==> src/rtl/core/prii_pkg.sv <==
// Package for the piecewise rate interval integrator: widths, reset values,
// register index codes and the structs passed between the pipeline modules.
// No dependencies.
`default_nettype none

package prii_pkg;

   localparam int MAX_INTERVALS = 4;
   localparam int INTERVALS_DEF = 4;

   localparam int TIME_W = 32;                 // Q16.16 time
   localparam int END_W  = TIME_W + 1;         // span end never wraps
   localparam int RATE_W = 24;                 // Q8.16 rate
   localparam int PROD_W = TIME_W + RATE_W;    // overlap times rate
   localparam int HALF_W = PROD_W + 1;         // sum of two products
   localparam int FRAC_W = 16;
   localparam int TAIL_W = END_W + FRAC_W;     // tail at rate one, Q.32
   localparam int ACC_W  = HALF_W + 2;         // two halves plus tail
   localparam int RES_W  = ACC_W - FRAC_W;
   localparam int OUT_W  = 48;

   localparam int DATA_W = 32;
   localparam int ADDR_W = 5;
   localparam int IDX_W  = 3;

   localparam logic [TIME_W-1:0] CUTOFF_RESET = '1;
   localparam logic [RATE_W-1:0] RATE_RESET   = RATE_W'(32'h0001_0000);

   typedef enum logic [IDX_W-1:0] {
      REG_CUTOFF_A = 3'd0,
      REG_CUTOFF_B = 3'd1,
      REG_CUTOFF_C = 3'd2,
      REG_CUTOFF_D = 3'd3,
      REG_RATE_A   = 3'd4,
      REG_RATE_B   = 3'd5,
      REG_RATE_C   = 3'd6,
      REG_RATE_D   = 3'd7
   } reg_index_type;

   typedef struct packed {
      logic [MAX_INTERVALS-1:0][TIME_W-1:0] cutoff;
      logic [MAX_INTERVALS-1:0][RATE_W-1:0] rate;
   } cfg_type;

   // word leaving the multiply stage
   typedef struct packed {
      logic [MAX_INTERVALS-1:0][PROD_W-1:0] prod;
      logic [END_W-1:0]                     tail;
      logic                                 bypass;
      logic [TIME_W-1:0]                    length;
   } front_type;

endpackage

`default_nettype wire

==> src/rtl/core/prii_csr.sv <==
// Configuration registers: four cut-offs and four rates behind an APB-style port.
// Depends on prii_pkg.
`default_nettype none

module prii_csr import prii_pkg::*; (
   input  logic              clock,
   input  logic              reset,
   input  logic              psel,
   input  logic              penable,
   input  logic              pwrite,
   input  logic [ADDR_W-1:0] paddr,
   input  logic [DATA_W-1:0] pwdata,
   output logic [DATA_W-1:0] prdata,
   output cfg_type           cfg
);

   logic [MAX_INTERVALS-1:0][TIME_W-1:0] cutoff_ff, cutoff_in;
   logic [MAX_INTERVALS-1:0][RATE_W-1:0] rate_ff, rate_in;
   reg_index_type                        idx;
   logic                                 wr_en;

   assign idx   = reg_index_type'(paddr[ADDR_W-1:2]);
   assign wr_en = psel && penable && pwrite;

   always_comb begin
      cutoff_in = cutoff_ff;
      rate_in   = rate_ff;
      if (wr_en) begin
         case (idx)
            REG_CUTOFF_A: cutoff_in[0] = pwdata;
            REG_CUTOFF_B: cutoff_in[1] = pwdata;
            REG_CUTOFF_C: cutoff_in[2] = pwdata;
            REG_CUTOFF_D: cutoff_in[3] = pwdata;
            REG_RATE_A:   rate_in[0]   = pwdata[RATE_W-1:0];
            REG_RATE_B:   rate_in[1]   = pwdata[RATE_W-1:0];
            REG_RATE_C:   rate_in[2]   = pwdata[RATE_W-1:0];
            REG_RATE_D:   rate_in[3]   = pwdata[RATE_W-1:0];
            default: ;
         endcase
      end
   end

   always_ff @(posedge clock) begin
      if (reset) begin
         cutoff_ff <= {MAX_INTERVALS{CUTOFF_RESET}};
         rate_ff   <= {MAX_INTERVALS{RATE_RESET}};
      end else begin
         cutoff_ff <= cutoff_in;
         rate_ff   <= rate_in;
      end
   end

   always_comb begin
      case (idx)
         REG_CUTOFF_A: prdata = cutoff_ff[0];
         REG_CUTOFF_B: prdata = cutoff_ff[1];
         REG_CUTOFF_C: prdata = cutoff_ff[2];
         REG_CUTOFF_D: prdata = cutoff_ff[3];
         REG_RATE_A:   prdata = DATA_W'(rate_ff[0]);
         REG_RATE_B:   prdata = DATA_W'(rate_ff[1]);
         REG_RATE_C:   prdata = DATA_W'(rate_ff[2]);
         REG_RATE_D:   prdata = DATA_W'(rate_ff[3]);
         default:      prdata = '0;
      endcase
   end

   assign cfg.cutoff = cutoff_ff;
   assign cfg.rate   = rate_ff;

endmodule

`default_nettype wire

==> config.mk <==
export PLATFORM = sky130hd
export DESIGN_NAME = prii_csr
export DESIGN_NICKNAME = d
export VERILOG_FILES = /design/src/rtl/core/prii_pkg.sv /design/src/rtl/core/prii_csr.sv
export SDC_FILE = /design/constraint.sdc
export NUM_CORES = 1
export LEC_CHECK = 0
export ABC_AREA = 1
export BUFFER_PORTS_ARGS = -buffer_cell sky130_fd_sc_hd__buf_2
export CORE_ASPECT_RATIO = 0.5
export CORE_MARGIN = 2
export CORE_UTILIZATION = 45
export CTS_CLUSTER_SIZE = 24
export DETAILED_ROUTE_END_ITERATION = 8
export PLACE_DENSITY = 0.68
export SLEW_MARGIN = 5
export SYNTH_ARGS = -nofsm -noshare
export SYNTH_HDL_FRONTEND = slang
export SYNTH_SLANG_ARGS = --single-unit
==> constraint.sdc <==
create_clock -name clock -period 2.9 [get_ports clock]
set_clock_uncertainty 0.05 [all_clocks]
set_input_delay 0.29 -clock clock [delete_from_list [all_inputs] [get_ports clock]]
set_output_delay 0.29 -clock clock [all_outputs]
set_load 0.005 [all_outputs]
==> results_dict.tcl <==
set metrics [dict create \
    cts_setup_buffers 0 \
    final_cell_mix "nand2_1 (415), buf_2 (295), nor2_1 (257)" \
    finalCriticalPeriod_ns 2.411 \
    yosysUniqueCellTypes 24 \
    synth_area_per_cell_um2 6.826 \
    max_stage_delay_ns 0.42 \
    cp_cell_sequence "buf_2, buf_4, nand2_4, nor2_4, buf_4, nand2_1, nand2_1, nor2_1, nand3_1, buf_2" \
    maxCapViolations 0 \
    synth_area_leader_cell "dfxtp_1" \
    path_buf_inv 4 \
    crit_start "paddr[3]" \
    rsz0062_at_grt "false" \
    ys_seq_area_frac 0.4484 \
    synthAdderAreaFrac 0 \
    worstSetupEndpoint "prdata[3]" \
    detail_route.iter0.violations 1232 \
    routed_via_density 5.557 \
    r2r_cells 2 \
    ant_nets 0 \
    antenna_found_initial 1 \
    p_total_mw 6.737 \
    status "complete, no violations" \
    finalCritPeriodShare 0.8315 \
    final_common_cell "nand2_1" \
    grt_pass1_vias 10140 \
    hold_path.class "in2reg" \
    setup_violations 0 \
    crit_cells 10 \
    grt_usage 0.3118 \
    synth_xor_xnor_area_share 0 \
    crit_fanout 28 \
    drc 0 \
    clk_latency_ns 0.51 \
    fin_nets 1719 \
    rrSetupSlack_ns 2.14 \
    final_max_slew_viol_count 0 \
    cts_buffers 22 \
    n_antenna_cell 0 \
    synth_top_cell_area_share 0.4484 \
    regToRegEndpoint "cfg[35]" \
    synthTopCellsByArea "dfxtp_1 (45%), nand2_1 (16%), nor2_1 (9.6%)" \
    wirelength_um 38050 \
    rr_startpoint "cfg[35]" \
    route.vias.total 11060 \
    grt_max_degree 103 \
    worstPathRequired_ns 2.56 \
    synth_area_um2 10000 \
    io_buffers 295 \
    critPathSlowestCell "buf_4" \
    wl_per_cell_um 19.12 \
    overflow 0 \
    drt_first_pass_iters 5 \
    yosys_register_bits 224 \
    synth_cells 1465 \
    numClockSinks 224 \
    tns_ns 0 \
    synthMuxAreaShare 0 \
    fin_util 0.5617 \
    rows 38 \
    largest_reg_flops 224 \
    tritoncts "built" \
    core_area_um2 21730 \
    drive_gt1_frac 0.2219 \
    path_clk_slew_ns 0.07 \
    place_hpwl_um 25550 \
    cts-root-buf "clkbuf_16" \
    yosys_warnings 0 \
    worstSetupPathType "in2out" \
    worst_setup_path_start_kind "primary input" \
    synth_top_family_by_area "simple AND/OR/NAND/NOR gates" \
    synth-compound-area-share 0.04680 \
    hold_viol 0 \
    maxSlewHeadroom 0.3454 \
    ir_worst_vdd_mv 0.3152 \
    dieArea_um2 23500 \
    cts-resized-gates 0 \
    grt_pass1_wl_um 57680 \
    ios 298 \
    clockBufferDepth 3 \
    power_density_nw_per_um2 552.0 \
    die_h_um 109.4 \
    syn2layout_area_growth_pct 22.05 \
    max_freq_ghz 0.4147 \
    tightest_slew_ns 0.9808 \
    synth_fp_nets 1507 \
    cp.arrival_ns 2.07 \
    finalWeightedCongestion 0.9644 \
    crit_family "buffers and inverters" \
    synthSimpleGateAreaFrac 0.4266 \
    p_leak_nw 6.060 \
    h-tree-depth 1 \
    die_x_um 214.8 \
    cp-end-kind "output pin" \
    start_util 0.4602 \
]
[where the power goes]
part / internal, mW / total (mW) / switching, mW / leakage, nW
combinational: 0.188 / 0.617 / 0.429 / 3.89
sequential: 3.12 / 3.15 / 0.0349 / 1.81
clock: 1.72 / 2.97 / 1.25 / 0.360
[layer usage]
layer | track usage | vias up | share of wire | wire length [um]
li1 | - | 5188 | - | -
met1 | 0.4004 | 5223 | 0.40 | 15380
met3 | 0.06528 | 101 | 0.089 | 3404
met2 | 0.5201 | 545 | 0.47 | 17710
met4 | 0.1255 | 2 | 0.041 | 1541
met5 | 0 | - | 0.00039 | 15
[stage by stage]
| step | cells | hold WS [ns] | instance area, um^2 | setup slack (ns) |
|---|---|---|---|---|
| 3_5_place_dp | 1949 | 0.4101 | 11430 | 0.4448 |
| 4_1_cts | 1990 | 0.001311 | 12200 | 0.5480 |
| 6_report | 1990 | 0.01469 | 12200 | 0.4885 |
| 5_1_grt | 1990 | 0.03545 | 12200 | 0.4254 |
| 2_1_floorplan | 1465 | 0.3532 | 10000 | 1.419 |
| 3_3_place_gp | 1949 | 0.4104 | 11430 | 0.4637 |
[worst min-delay path by stage]
stage                    end  startpoint  cells past startpoint
floorplan           cfg[216]  pwdata[24]                      2
finish              cfg[216]  pwdata[24]                      3
detailed placement  cfg[177]    cfg[177]                      2
CTS                 cfg[218]  pwdata[26]                      3
global placement     cfg[96]     cfg[96]                      2
global route        cfg[216]  pwdata[24]                      3
[cells in the mapped netlist (all sizes together)]
cell,number
nand2,419
nor2,266
dfxtp,224
nand3,184
nand4,106
o21ai,92
buf,70
clkbuf,63
inv,39
clkinv,1
o211ai,1
[worst min-delay path: cells and delay by family]
family | cells | cell delay, ns
buffers and inverters | 1 | 0.14
and+or+nand+nor | 2 | 0.11
[what timing repair did]
item / 4_1_cts / 5_1_grt
setup endpoints to repair: 0 / 0
hold endpoints to repair: 9 / 0
hold buffers: 4 / 0
[cells by family (layout without fill, tap and decap cells)]
kind of cell           Yosys count  count (layout)
AO/OA/AOI/OAI                   93              93
buffers and inverters          173             398
flip-flops                     224             224
AND/OR/NAND/NOR                975             975
[cell type report]
cell class / count / area (um^2)
clock buffers: 35 / 690.7
clock inverters: 2 / 41.29
fillers: 2114 / 9524
inverters: 40 / 160.2
multi-input cells: 1068 / 4733
flip-flops and latches: 224 / 4484
well taps: 300 / 375.4
repair buffers: 321 / 1719
Power figures use the tool's default switching activity.
