[src/rtl/core/prii_pkg.sv]
// Package for the piecewise rate interval integrator: widths, reset values,
// register index codes and the structs passed between the pipeline modules.
// No dependencies.
`default_nettype none

package prii_pkg;

   localparam int MAX_INTERVALS = 4;
   localparam int INTERVALS_DEF = 4;

   localparam int TIME_W = 32;                 // Q16.16 time
   localparam int END_W  = TIME_W + 1;         // span end never wraps
   localparam int RATE_W = 24;                 // Q8.16 rate
   localparam int PROD_W = TIME_W + RATE_W;    // overlap times rate
   localparam int HALF_W = PROD_W + 1;         // sum of two products
   localparam int FRAC_W = 16;
   localparam int TAIL_W = END_W + FRAC_W;     // tail at rate one, Q.32
   localparam int ACC_W  = HALF_W + 2;         // two halves plus tail
   localparam int RES_W  = ACC_W - FRAC_W;
   localparam int OUT_W  = 48;

   localparam int DATA_W = 32;
   localparam int ADDR_W = 5;
   localparam int IDX_W  = 3;

   localparam logic [TIME_W-1:0] CUTOFF_RESET = '1;
   localparam logic [RATE_W-1:0] RATE_RESET   = RATE_W'(32'h0001_0000);

   typedef enum logic [IDX_W-1:0] {
      REG_CUTOFF_A = 3'd0,
      REG_CUTOFF_B = 3'd1,
      REG_CUTOFF_C = 3'd2,
      REG_CUTOFF_D = 3'd3,
      REG_RATE_A   = 3'd4,
      REG_RATE_B   = 3'd5,
      REG_RATE_C   = 3'd6,
      REG_RATE_D   = 3'd7
   } reg_index_type;

   typedef struct packed {
      logic [MAX_INTERVALS-1:0][TIME_W-1:0] cutoff;
      logic [MAX_INTERVALS-1:0][RATE_W-1:0] rate;
   } cfg_type;

   // word leaving the multiply stage
   typedef struct packed {
      logic [MAX_INTERVALS-1:0][PROD_W-1:0] prod;
      logic [END_W-1:0]                     tail;
      logic                                 bypass;
      logic [TIME_W-1:0]                    length;
   } front_type;

endpackage

`default_nettype wire

[src/rtl/core/prii_sum.sv]
// Back half of the pipeline: pairwise product sums (stage 3), then total with
// tail, truncation to Q32.16 and start-past-last-cut-off bypass (stage 4).
// Depends on prii_pkg.
`default_nettype none

module prii_sum import prii_pkg::*; (
   input  logic             clock,
   input  logic             reset,
   input  logic             in_valid,
   output logic             in_ready,
   input  front_type        in_data,
   output logic             out_valid,
   input  logic             out_ready,
   output logic [OUT_W-1:0] out_weighted
);

   logic              s3_valid_ff, s3_valid_in;
   logic [HALF_W-1:0] s3_half0_ff, s3_half0_in;
   logic [HALF_W-1:0] s3_half1_ff, s3_half1_in;
   logic [END_W-1:0]  s3_tail_ff;
   logic              s3_bypass_ff;
   logic [TIME_W-1:0] s3_len_ff;

   logic              s4_valid_ff, s4_valid_in;
   logic [OUT_W-1:0]  s4_res_ff, s4_res_in;

   logic              en3, en4;
   logic [ACC_W-1:0]  total;

   assign en4      = !s4_valid_ff || out_ready;
   assign en3      = !s3_valid_ff || en4;
   assign in_ready = en3;

   assign s3_half0_in = HALF_W'(in_data.prod[0]) + HALF_W'(in_data.prod[1]);
   assign s3_half1_in = HALF_W'(in_data.prod[2]) + HALF_W'(in_data.prod[3]);
   assign s3_valid_in = en3 ? in_valid : s3_valid_ff;

   // tail counts at rate one: shift into the Q.32 product scale
   assign total = ACC_W'(s3_half0_ff) + ACC_W'(s3_half1_ff)
                + ACC_W'({s3_tail_ff, {FRAC_W{1'b0}}});

   // total stays below 2^59, so the Q32.16 result never reaches the 48-bit ceiling
   assign s4_res_in   = s3_bypass_ff ? OUT_W'(s3_len_ff)
                                     : OUT_W'(total[ACC_W-1:FRAC_W]);
   assign s4_valid_in = en4 ? s3_valid_ff : s4_valid_ff;

   always_ff @(posedge clock) begin
      if (reset) begin
         s3_valid_ff <= 1'b0;
         s4_valid_ff <= 1'b0;
      end else begin
         s3_valid_ff <= s3_valid_in;
         s4_valid_ff <= s4_valid_in;
      end
   end

   always_ff @(posedge clock) begin
      if (en3) begin
         s3_half0_ff  <= s3_half0_in;
         s3_half1_ff  <= s3_half1_in;
         s3_tail_ff   <= in_data.tail;
         s3_bypass_ff <= in_data.bypass;
         s3_len_ff    <= in_data.length;
      end
      if (en4) begin
         s4_res_ff <= s4_res_in;
      end
   end

   assign out_valid    = s4_valid_ff;
   assign out_weighted = s4_res_ff;

endmodule

`default_nettype wire

[config.mk]
export PLATFORM = sky130hd
export DESIGN_NAME = prii_sum
export DESIGN_NICKNAME = d
export VERILOG_FILES = /design/src/rtl/core/prii_pkg.sv /design/src/rtl/core/prii_sum.sv
export SDC_FILE = /design/constraint.sdc
export NUM_CORES = 1
export LEC_CHECK = 0
export BUFFER_PORTS_ARGS = -buffer_cell sky130_fd_sc_hd__buf_4
export CAP_MARGIN = 20
export CELL_PAD_IN_SITES_DETAIL_PLACEMENT = 2
export CELL_PAD_IN_SITES_GLOBAL_PLACEMENT = 2
export CORE_MARGIN = 10
export CORE_UTILIZATION = 36
export DETAILED_ROUTE_END_ITERATION = 6
export PLACE_DENSITY = 0.84
export SETUP_SLACK_MARGIN = 0.3
export SKIP_LAST_GASP = 1
export SLEW_MARGIN = 10
export SYNTH_ARGS = -nofsm -noshare
export SYNTH_HDL_FRONTEND = slang
export SYNTH_SLANG_ARGS = --single-unit
[constraint.sdc]
create_clock -name clock -period 7.3 [get_ports clock]
set_clock_uncertainty 0.15 [all_clocks]
set_input_delay 0.365 -clock clock [delete_from_list [all_inputs] [get_ports clock]]
set_output_delay 0.365 -clock clock [all_outputs]
set_load 0.1 [all_outputs]
==> results.sh, run 1 <==
export IMPL_place_congestion=0.889
export IMPL_synth_flop_cell="edfxtp_1"
export IMPL_tritoncts="built"
export IMPL_finalSetupViolCount=0
export IMPL_cts_max_level=1
export IMPL_fin_ws_ns=2.63
export IMPL_initial_utilization=0.364
export IMPL_fp_dieW_um=237
export IMPL_synth_most_common_cell="edfxtp_1"
export IMPL_area_growth_pct=28.2
export IMPL_dp_cells=2555
export IMPL_synth_compound_area_frac=0.214
export IMPL_violations="design-rule violations"
export IMPL_die_h_um=237
export IMPL_grt_max_degree=148
export IMPL_synth_xor_area_frac=0.0702
export IMPL_min_path_type="in -> reg"
export IMPL_r2r_end="out_weighted[40]$_SDFFCE_PP0P_"
export IMPL_drc=2
export IMPL_drtIter0Drc=1305
export IMPL_synth_top_family_by_area="compound AO/OA/AOI/OAI gates"
export IMPL_hp_start="in_data[123]"
export IMPL_die_area_sq_mm=0.0562
export IMPL_grt_pass1_wl_mm=115
export IMPL_arrival_ns=4.83
export IMPL_muxShareOfSynthArea=0.00266
export IMPL_cp_required_ns=7.46
export IMPL_netlist_instances=1657
export IMPL_crit_path_end_kind="register"
export IMPL_hold_viol=0
export IMPL_slowest_delay_ns=0.68
export IMPL_ys_ff_latch=225
export IMPL_power_mw=7.75
export IMPL_synth_top_area_frac=0.395
export IMPL_final_cells=2686
export IMPL_synth_commonest_cells="edfxtp_1 (223), ha_1 (190), a21oi_1 (179), nand2_1 (138), o21ai_0 (113)"
export IMPL_port_buffer_count=338
export IMPL_min_period_over_period=0.639
export IMPL_cts_root_buffer="clkbuf_16"
export IMPL_fmax_ghz=0.214
export IMPL_tns_ns=0
export IMPL_pre_cts_slack_ns=3.04
export IMPL_num_io_pins=344
export IMPL_cts_buffers=27
export IMPL_num_vias=15700
export IMPL_rsz0062_at_grt="false"
export IMPL_crit_family="compound AO/OA/AOI/OAI gates"
export IMPL_drive_gt1_frac=0.195
export IMPL_crit_path_top_delay_cell="o21ai_0"
export IMPL_status="finished, violations left"
export IMPL_grt_use_total=0.265
export IMPL_worst_path_buf_inv=0
export IMPL_p_leak_nw=9.58
export IMPL_drt_pass1_iterations=7
export IMPL_maxSlewViolCount=0
export IMPL_synth_top_cell_by_area="edfxtp_1"
export IMPL_placed_area_sq_mm=0.0201
export IMPL_use_met2=0.446
export IMPL_cp_max_fo=4
export IMPL_clkSinkCount=225
export IMPL_synth_edf_count=223
export IMPL_power_density_mw_per_mm2=356
export IMPL_rr_startpoint="s3_half0_ff[8]$_DFFE_PP_"
export IMPL_synth_area_sq_mm=0.0170
export IMPL_met3_usage=0.0431
export IMPL_grt_use_met1=0.336
export IMPL_ys_top_cells_by_area="edfxtp_1 (39%), ha_1 (14%), a21oi_1 (5.3%)"
export IMPL_period_needed_ns=4.67
export IMPL_cp_depth=12
export IMPL_reg2reg_depth=12
export IMPL_antenna_found_initial=8
export IMPL_wl_per_cell_um=28.9
export IMPL_synthAdderAreaFrac=0.181
export IMPL_grt_pass1_vias=17500
export IMPL_slew_headroom=0.331
export IMPL_antenna_left=0
export IMPL_crit_end="out_weighted[40]$_SDFFCE_PP0P_"
export IMPL_dp_hpwl_mm=56.1
export IMPL_yosysUniqueCellTypes=71
export IMPL_seq_area_frac_synth=0.397
export IMPL_synth_warnings=0
export IMPL_clock_latency_ns=0.57
export IMPL_cap_violations=0
export IMPL_grt_overflow=0
export IMPL_vdd_drop_max_uv=328
export IMPL_core_rowCount=79
export IMPL_cts_clk_slew_worst_paths_ns=0.07
export IMPL_grt_busiest_layer="met2"
export IMPL_rrSetupSlack_ns=2.63
export IMPL_tightestPinTransition_ns=1.00
export IMPL_core_area_sq_mm=0.0466
export IMPL_fin_area_sq_mm=0.0217
export IMPL_timing_critical_path_from="s3_half0_ff[8]$_DFFE_PP_"
export IMPL_path_cells="ha_1 -> ha_1 -> a21o_1 -> a21oi_1 -> nor2b_1 -> or3b_2 -> o21ai_0 -> a211oi_1 -> nor2_1 -> o21ai_0 -> a21oi_1 -> mux2_2"
export IMPL_cp_start_kind="register"
export IMPL_avgSynthCellArea_sq_um=10.2
export IMPL_ctsLongestPathBuffers=3
export IMPL_vias_per_cell=5.86
export IMPL_wirelength_mm=77.7
export IMPL_nets=2568
export IMPL_yosys_area_share_simple=0.110
export IMPL_criticalPathCategory="reg -> reg"
export IMPL_synthArstFlopShare=0
-- cells in the final DEF (no fill, tap or decap), types with 15 or more instances in the layout --
cell type / count
a211oi_1: 16
a21o_1: 105
a21oi_1: 179
a31oi_1: 24
and3_1: 18
buf_4: 339
clkbuf_16: 27
dlygate4sd3_1: 72
edfxtp_1: 223
fa_1: 35
ha_1: 190
inv_1: 47
nand2_1: 137
nand3_1: 31
nand4_1: 36
nor2_1: 86
nor2b_1: 19
nor3_1: 15
o21a_1: 24
o21ai_0: 113
o21bai_1: 30
xnor2_1: 89
xor2_1: 47
-- per-stage QoR --
step           utilization  hold slack [ns]
6_report             0.467           0.0251
5_1_grt              0.467           0.0160
4_1_cts              0.467          0.00391
3_5_place_dp         0.431            0.376
3_3_place_gp         0.431            0.363
2_1_floorplan            -            0.287
-- routing by layer --
metal	vias to the layer above	part of all wire	wire [um]
met5	-	0.00068	53
met2	591	0.49	37800
met1	7949	0.42	32600
li1	7042	-	-
met3	139	0.058	4530
met4	6	0.034	2670
-- worst min-delay path by stage --
stage,cells past startpoint,slack [ns],endpoint
after CTS,2,0.004,s3_half0_ff[1]$_DFFE_PP_
final,2,0.03,s3_half0_ff[1]$_DFFE_PP_
after global routing,2,0.02,s3_half0_ff[1]$_DFFE_PP_
after detailed placement,2,0.38,out_weighted[30]$_DFFE_PP_
after global placement,2,0.36,out_weighted[21]$_DFFE_PP_
after floorplan,1,0.29,out_valid$_SDFFE_PP0P_
-- logic make-up (layout without fill, tap and decap cells) --
family	Yosys count	in the layout
other cells	1	14
fa+ha+maj	225	225
compound gates	572	572
flops	225	225
simple gates	392	392
buf+inv	102	511
mux	4	4
xor+xnor	136	136
-- power by group --
part | internal (mW) | leakage, nW | total (mW) | switching (mW)
registers | 1.80 | 2.38 | 1.97 | 0.175
logic | 1.39 | 6.76 | 4.30 | 2.90
clock network | 0.861 | 0.436 | 1.48 | 0.617
-- flip-flops by register name, indices dropped and copies added, names as in the netlist --
name and cells:
s3_tail_ff 33, s3_half0_ff 57, out_weighted 43, s3_len_ff 32
s3_valid_ff 1, s3_bypass_ff 1, s3_half1_ff 57, out_valid 1
-- layout make-up --
cell class              instances  area [sq um]
flip-flops and latches        225          6740
clock inverters                16           216
diodes                          9          22.5
clock buffers                  34           702
well taps                     607           759
repair buffers                412          3290
inverters                      49           184
fillers                      4842         24800
multi-input cells            1334          9840
-- what timing repair did --
action	4_1_cts	5_1_grt
resized for setup	0	0
setup buffers	0	0
hold buffers	72	0
hold endpoints to repair	70	0
(Power assumes the default switching activity.)
==> run 2: changes to the inputs <==
- CORE_UTILIZATION: 36 -> 32
- PLACE_DENSITY: 0.84 -> 0.79
- clock period: 7.3 -> 4.05 ns (I/O delays scaled with it)
==> results.sh, run 2 (synthesis results as in run 1) <==
export IMPL_status="completed"
export IMPL_dp_hpwl_mm=55.6
export IMPL_min_period_over_period=0.926
export IMPL_p_leak_nw=9.77
export IMPL_clock_latency_ns=0.56
export IMPL_area_growth_pct=32.9
export IMPL_core_rowCount=84
export IMPL_place_congestion=0.875
export IMPL_p_switching_mw=6.77
export IMPL_final_cell_mix="buf_4 (376), edfxtp_1 (223), ha_1 (170)"
export IMPL_hold_viol=0
export IMPL_clkSinkCount=225
export IMPL_vdd_drop_max_uv=315
export IMPL_drc=0
export IMPL_ctsLongestPathBuffers=3
export IMPL_die_area_sq_mm=0.0626
export IMPL_cp_start_kind="register"
export IMPL_slew_headroom=0.223
export IMPL_grt_use_total=0.222
export IMPL_dp_cells=2666
export IMPL_tritoncts="built"
export IMPL_cts_clk_slew_worst_paths_ns=0.07
export IMPL_wl_per_cell_um=26.6
export IMPL_port_buffer_count=338
export IMPL_grt_overflow=0
export IMPL_min_path_type="in -> reg"
export IMPL_final_cells=2805
export IMPL_criticalPathCategory="reg -> reg"
export IMPL_num_io_pins=344
export IMPL_antenna_left=0
export IMPL_tightestPinTransition_ns=1.17
export IMPL_cap_violations=0
export IMPL_crit_path_top_delay_cell="fa_1"
export IMPL_die_h_um=250
export IMPL_rrSetupSlack_ns=0.30
export IMPL_drive_gt1_frac=0.239
export IMPL_hold_ws_ns=0.0501
export IMPL_num_vias=15400
export IMPL_crit_path_end_kind="register"
export IMPL_placed_area_sq_mm=0.0204
export IMPL_cpMostUsedCell="a21o_1"
export IMPL_cts_max_level=1
export IMPL_cp_max_fo=6
export IMPL_fp_dieW_um=250
export IMPL_rsz0062_at_grt="true"
export IMPL_drt_pass1_iterations=4
export IMPL_finalSetupViolCount=0
export IMPL_grt_pass1_vias=17200
export IMPL_crit_family="compound AO/OA/AOI/OAI gates"
export IMPL_worst_path_buf_inv=1
export IMPL_final_util=0.429
export IMPL_antenna_found_initial=3
export IMPL_swShare=0.475
export IMPL_fmax_ghz=0.267
export IMPL_core_area_sq_mm=0.0526
export IMPL_drtIter0Drc=923
export IMPL_cts_buffers=26
export IMPL_power_mw=14.2
export IMPL_arrival_ns=3.91
export IMPL_nets=2615
export IMPL_clkPwrFrac=0.164
export IMPL_grt_pass1_wl_mm=109
export IMPL_grt_max_degree=182
export IMPL_vias_per_cell=5.49
export IMPL_fin_area_sq_mm=0.0225
export IMPL_cts_root_buffer="clkbuf_16"
export IMPL_combPwrFrac=0.587
export IMPL_slowest_delay_ns=0.70
export IMPL_p_int_mw=7.48
export IMPL_final_common_cell="buf_4"
export IMPL_path_cells="fa_1 -> ha_4 -> a21o_1 -> a21o_1 -> a21o_1 -> a21oi_2 -> o21ai_1 -> and2_1 -> a211oi_2 -> buf_4 -> nor2_4 -> a41oi_2 -> mux2_2"
export IMPL_maxSlewViolCount=0
export IMPL_initial_utilization=0.323
export IMPL_period_needed_ns=3.75
export IMPL_power_density_mw_per_mm2=632
export IMPL_cp_required_ns=4.21
export IMPL_pwr_share_seq=0.249
export IMPL_wirelength_mm=74.6
==> run 2: changes by cell type in the layout (fill, tap and decap cells not counted), moves of 7 or more <==
| cell | before | now |
|---|---|---|
| diode_2 | 9 | 2 |
| dlygate4sd3_1 | 72 | 81 |
| ha_1 | 190 | 170 |
| ha_4 | 0 | 10 |
| buf_4 | 339 | 376 |
| a21oi_2 | 0 | 10 |
| a21oi_1 | 179 | 167 |
| ha_2 | 0 | 10 |
| o21ai_1 | 3 | 11 |
| o21ai_0 | 113 | 102 |
==> run 2: worst min-delay path, cell delays in order <==
cell	delay, ns
buf_4	0.08
ha_1	0.20
a21oi_1	0.10
o21ai_0	0.06
==> run 2: power by group through the flow <==
stage | logic (mW) | clock network, mW | registers, mW
4_1_cts | 7.69 | 2.33 | 3.52
3_3_place_gp | 7.06 | 0 | 3.51
6_report | 8.36 | 2.34 | 3.55
2_1_floorplan | 3.51 | 0 | 5.01
5_1_grt | 8.92 | 2.47 | 3.59
3_5_place_dp | 7.35 | 0 | 3.57
==> run 2: worst paths after layout <==
path,start,end,cells past startpoint
setup / recovery,s3_tail_ff[11]$_DFFE_PP_,out_weighted[36]$_SDFFCE_PP0P_,13
hold / removal,in_data[289],s3_half1_ff[56]$_DFFE_PP_,4
setup reg to reg,s3_tail_ff[11]$_DFFE_PP_,out_weighted[36]$_SDFFCE_PP0P_,13
hold reg to reg,s3_len_ff[30]$_DFFE_PP_,out_weighted[30]$_DFFE_PP_,2
==> run 2: stage by stage <==
step                worst slack [ns]  setup TNS [ns]
floorplan                      0.367               0
global placement             -0.0360         -0.0360
detailed placement            -0.131          -0.149
CTS                            0.308               0
global route                   0.184               0
finish                         0.301               0
==> run 2: area by class of cell <==
type                            instances  area (sq um)
Multi-Input combinational cell       1334         10300
Tap cell                              688           861
Antenna cell                            2          5.00
Inverter                               49           184
Fill cell                            5569         30000
Sequential cell                       225          6740
Timing Repair Buffer                  460          3680
Clock inverter                         16           115
Clock buffer                           31           691
==> run 2: repair_timing <==
action                                  4_1_cts  5_1_grt
hold endpoints to repair                     75        0
pin swaps                                     5       29
endpoints found under the setup margin       17       43
buffers inserted                              3        6
hold buffers                                 81        0
resized for setup                            23       71
==> run 2: per-layer routing <==
metal / routed length, um / vias to the layer above / GRT usage
met3: 3370 / 117 / 0.0293
met5: 0 / - / 0
met1: 32700 / 7761 / 0.288
met4: 2370 / 0 / 0.0699
li1: - / 7118 / -
met2: 36200 / 415 / 0.376
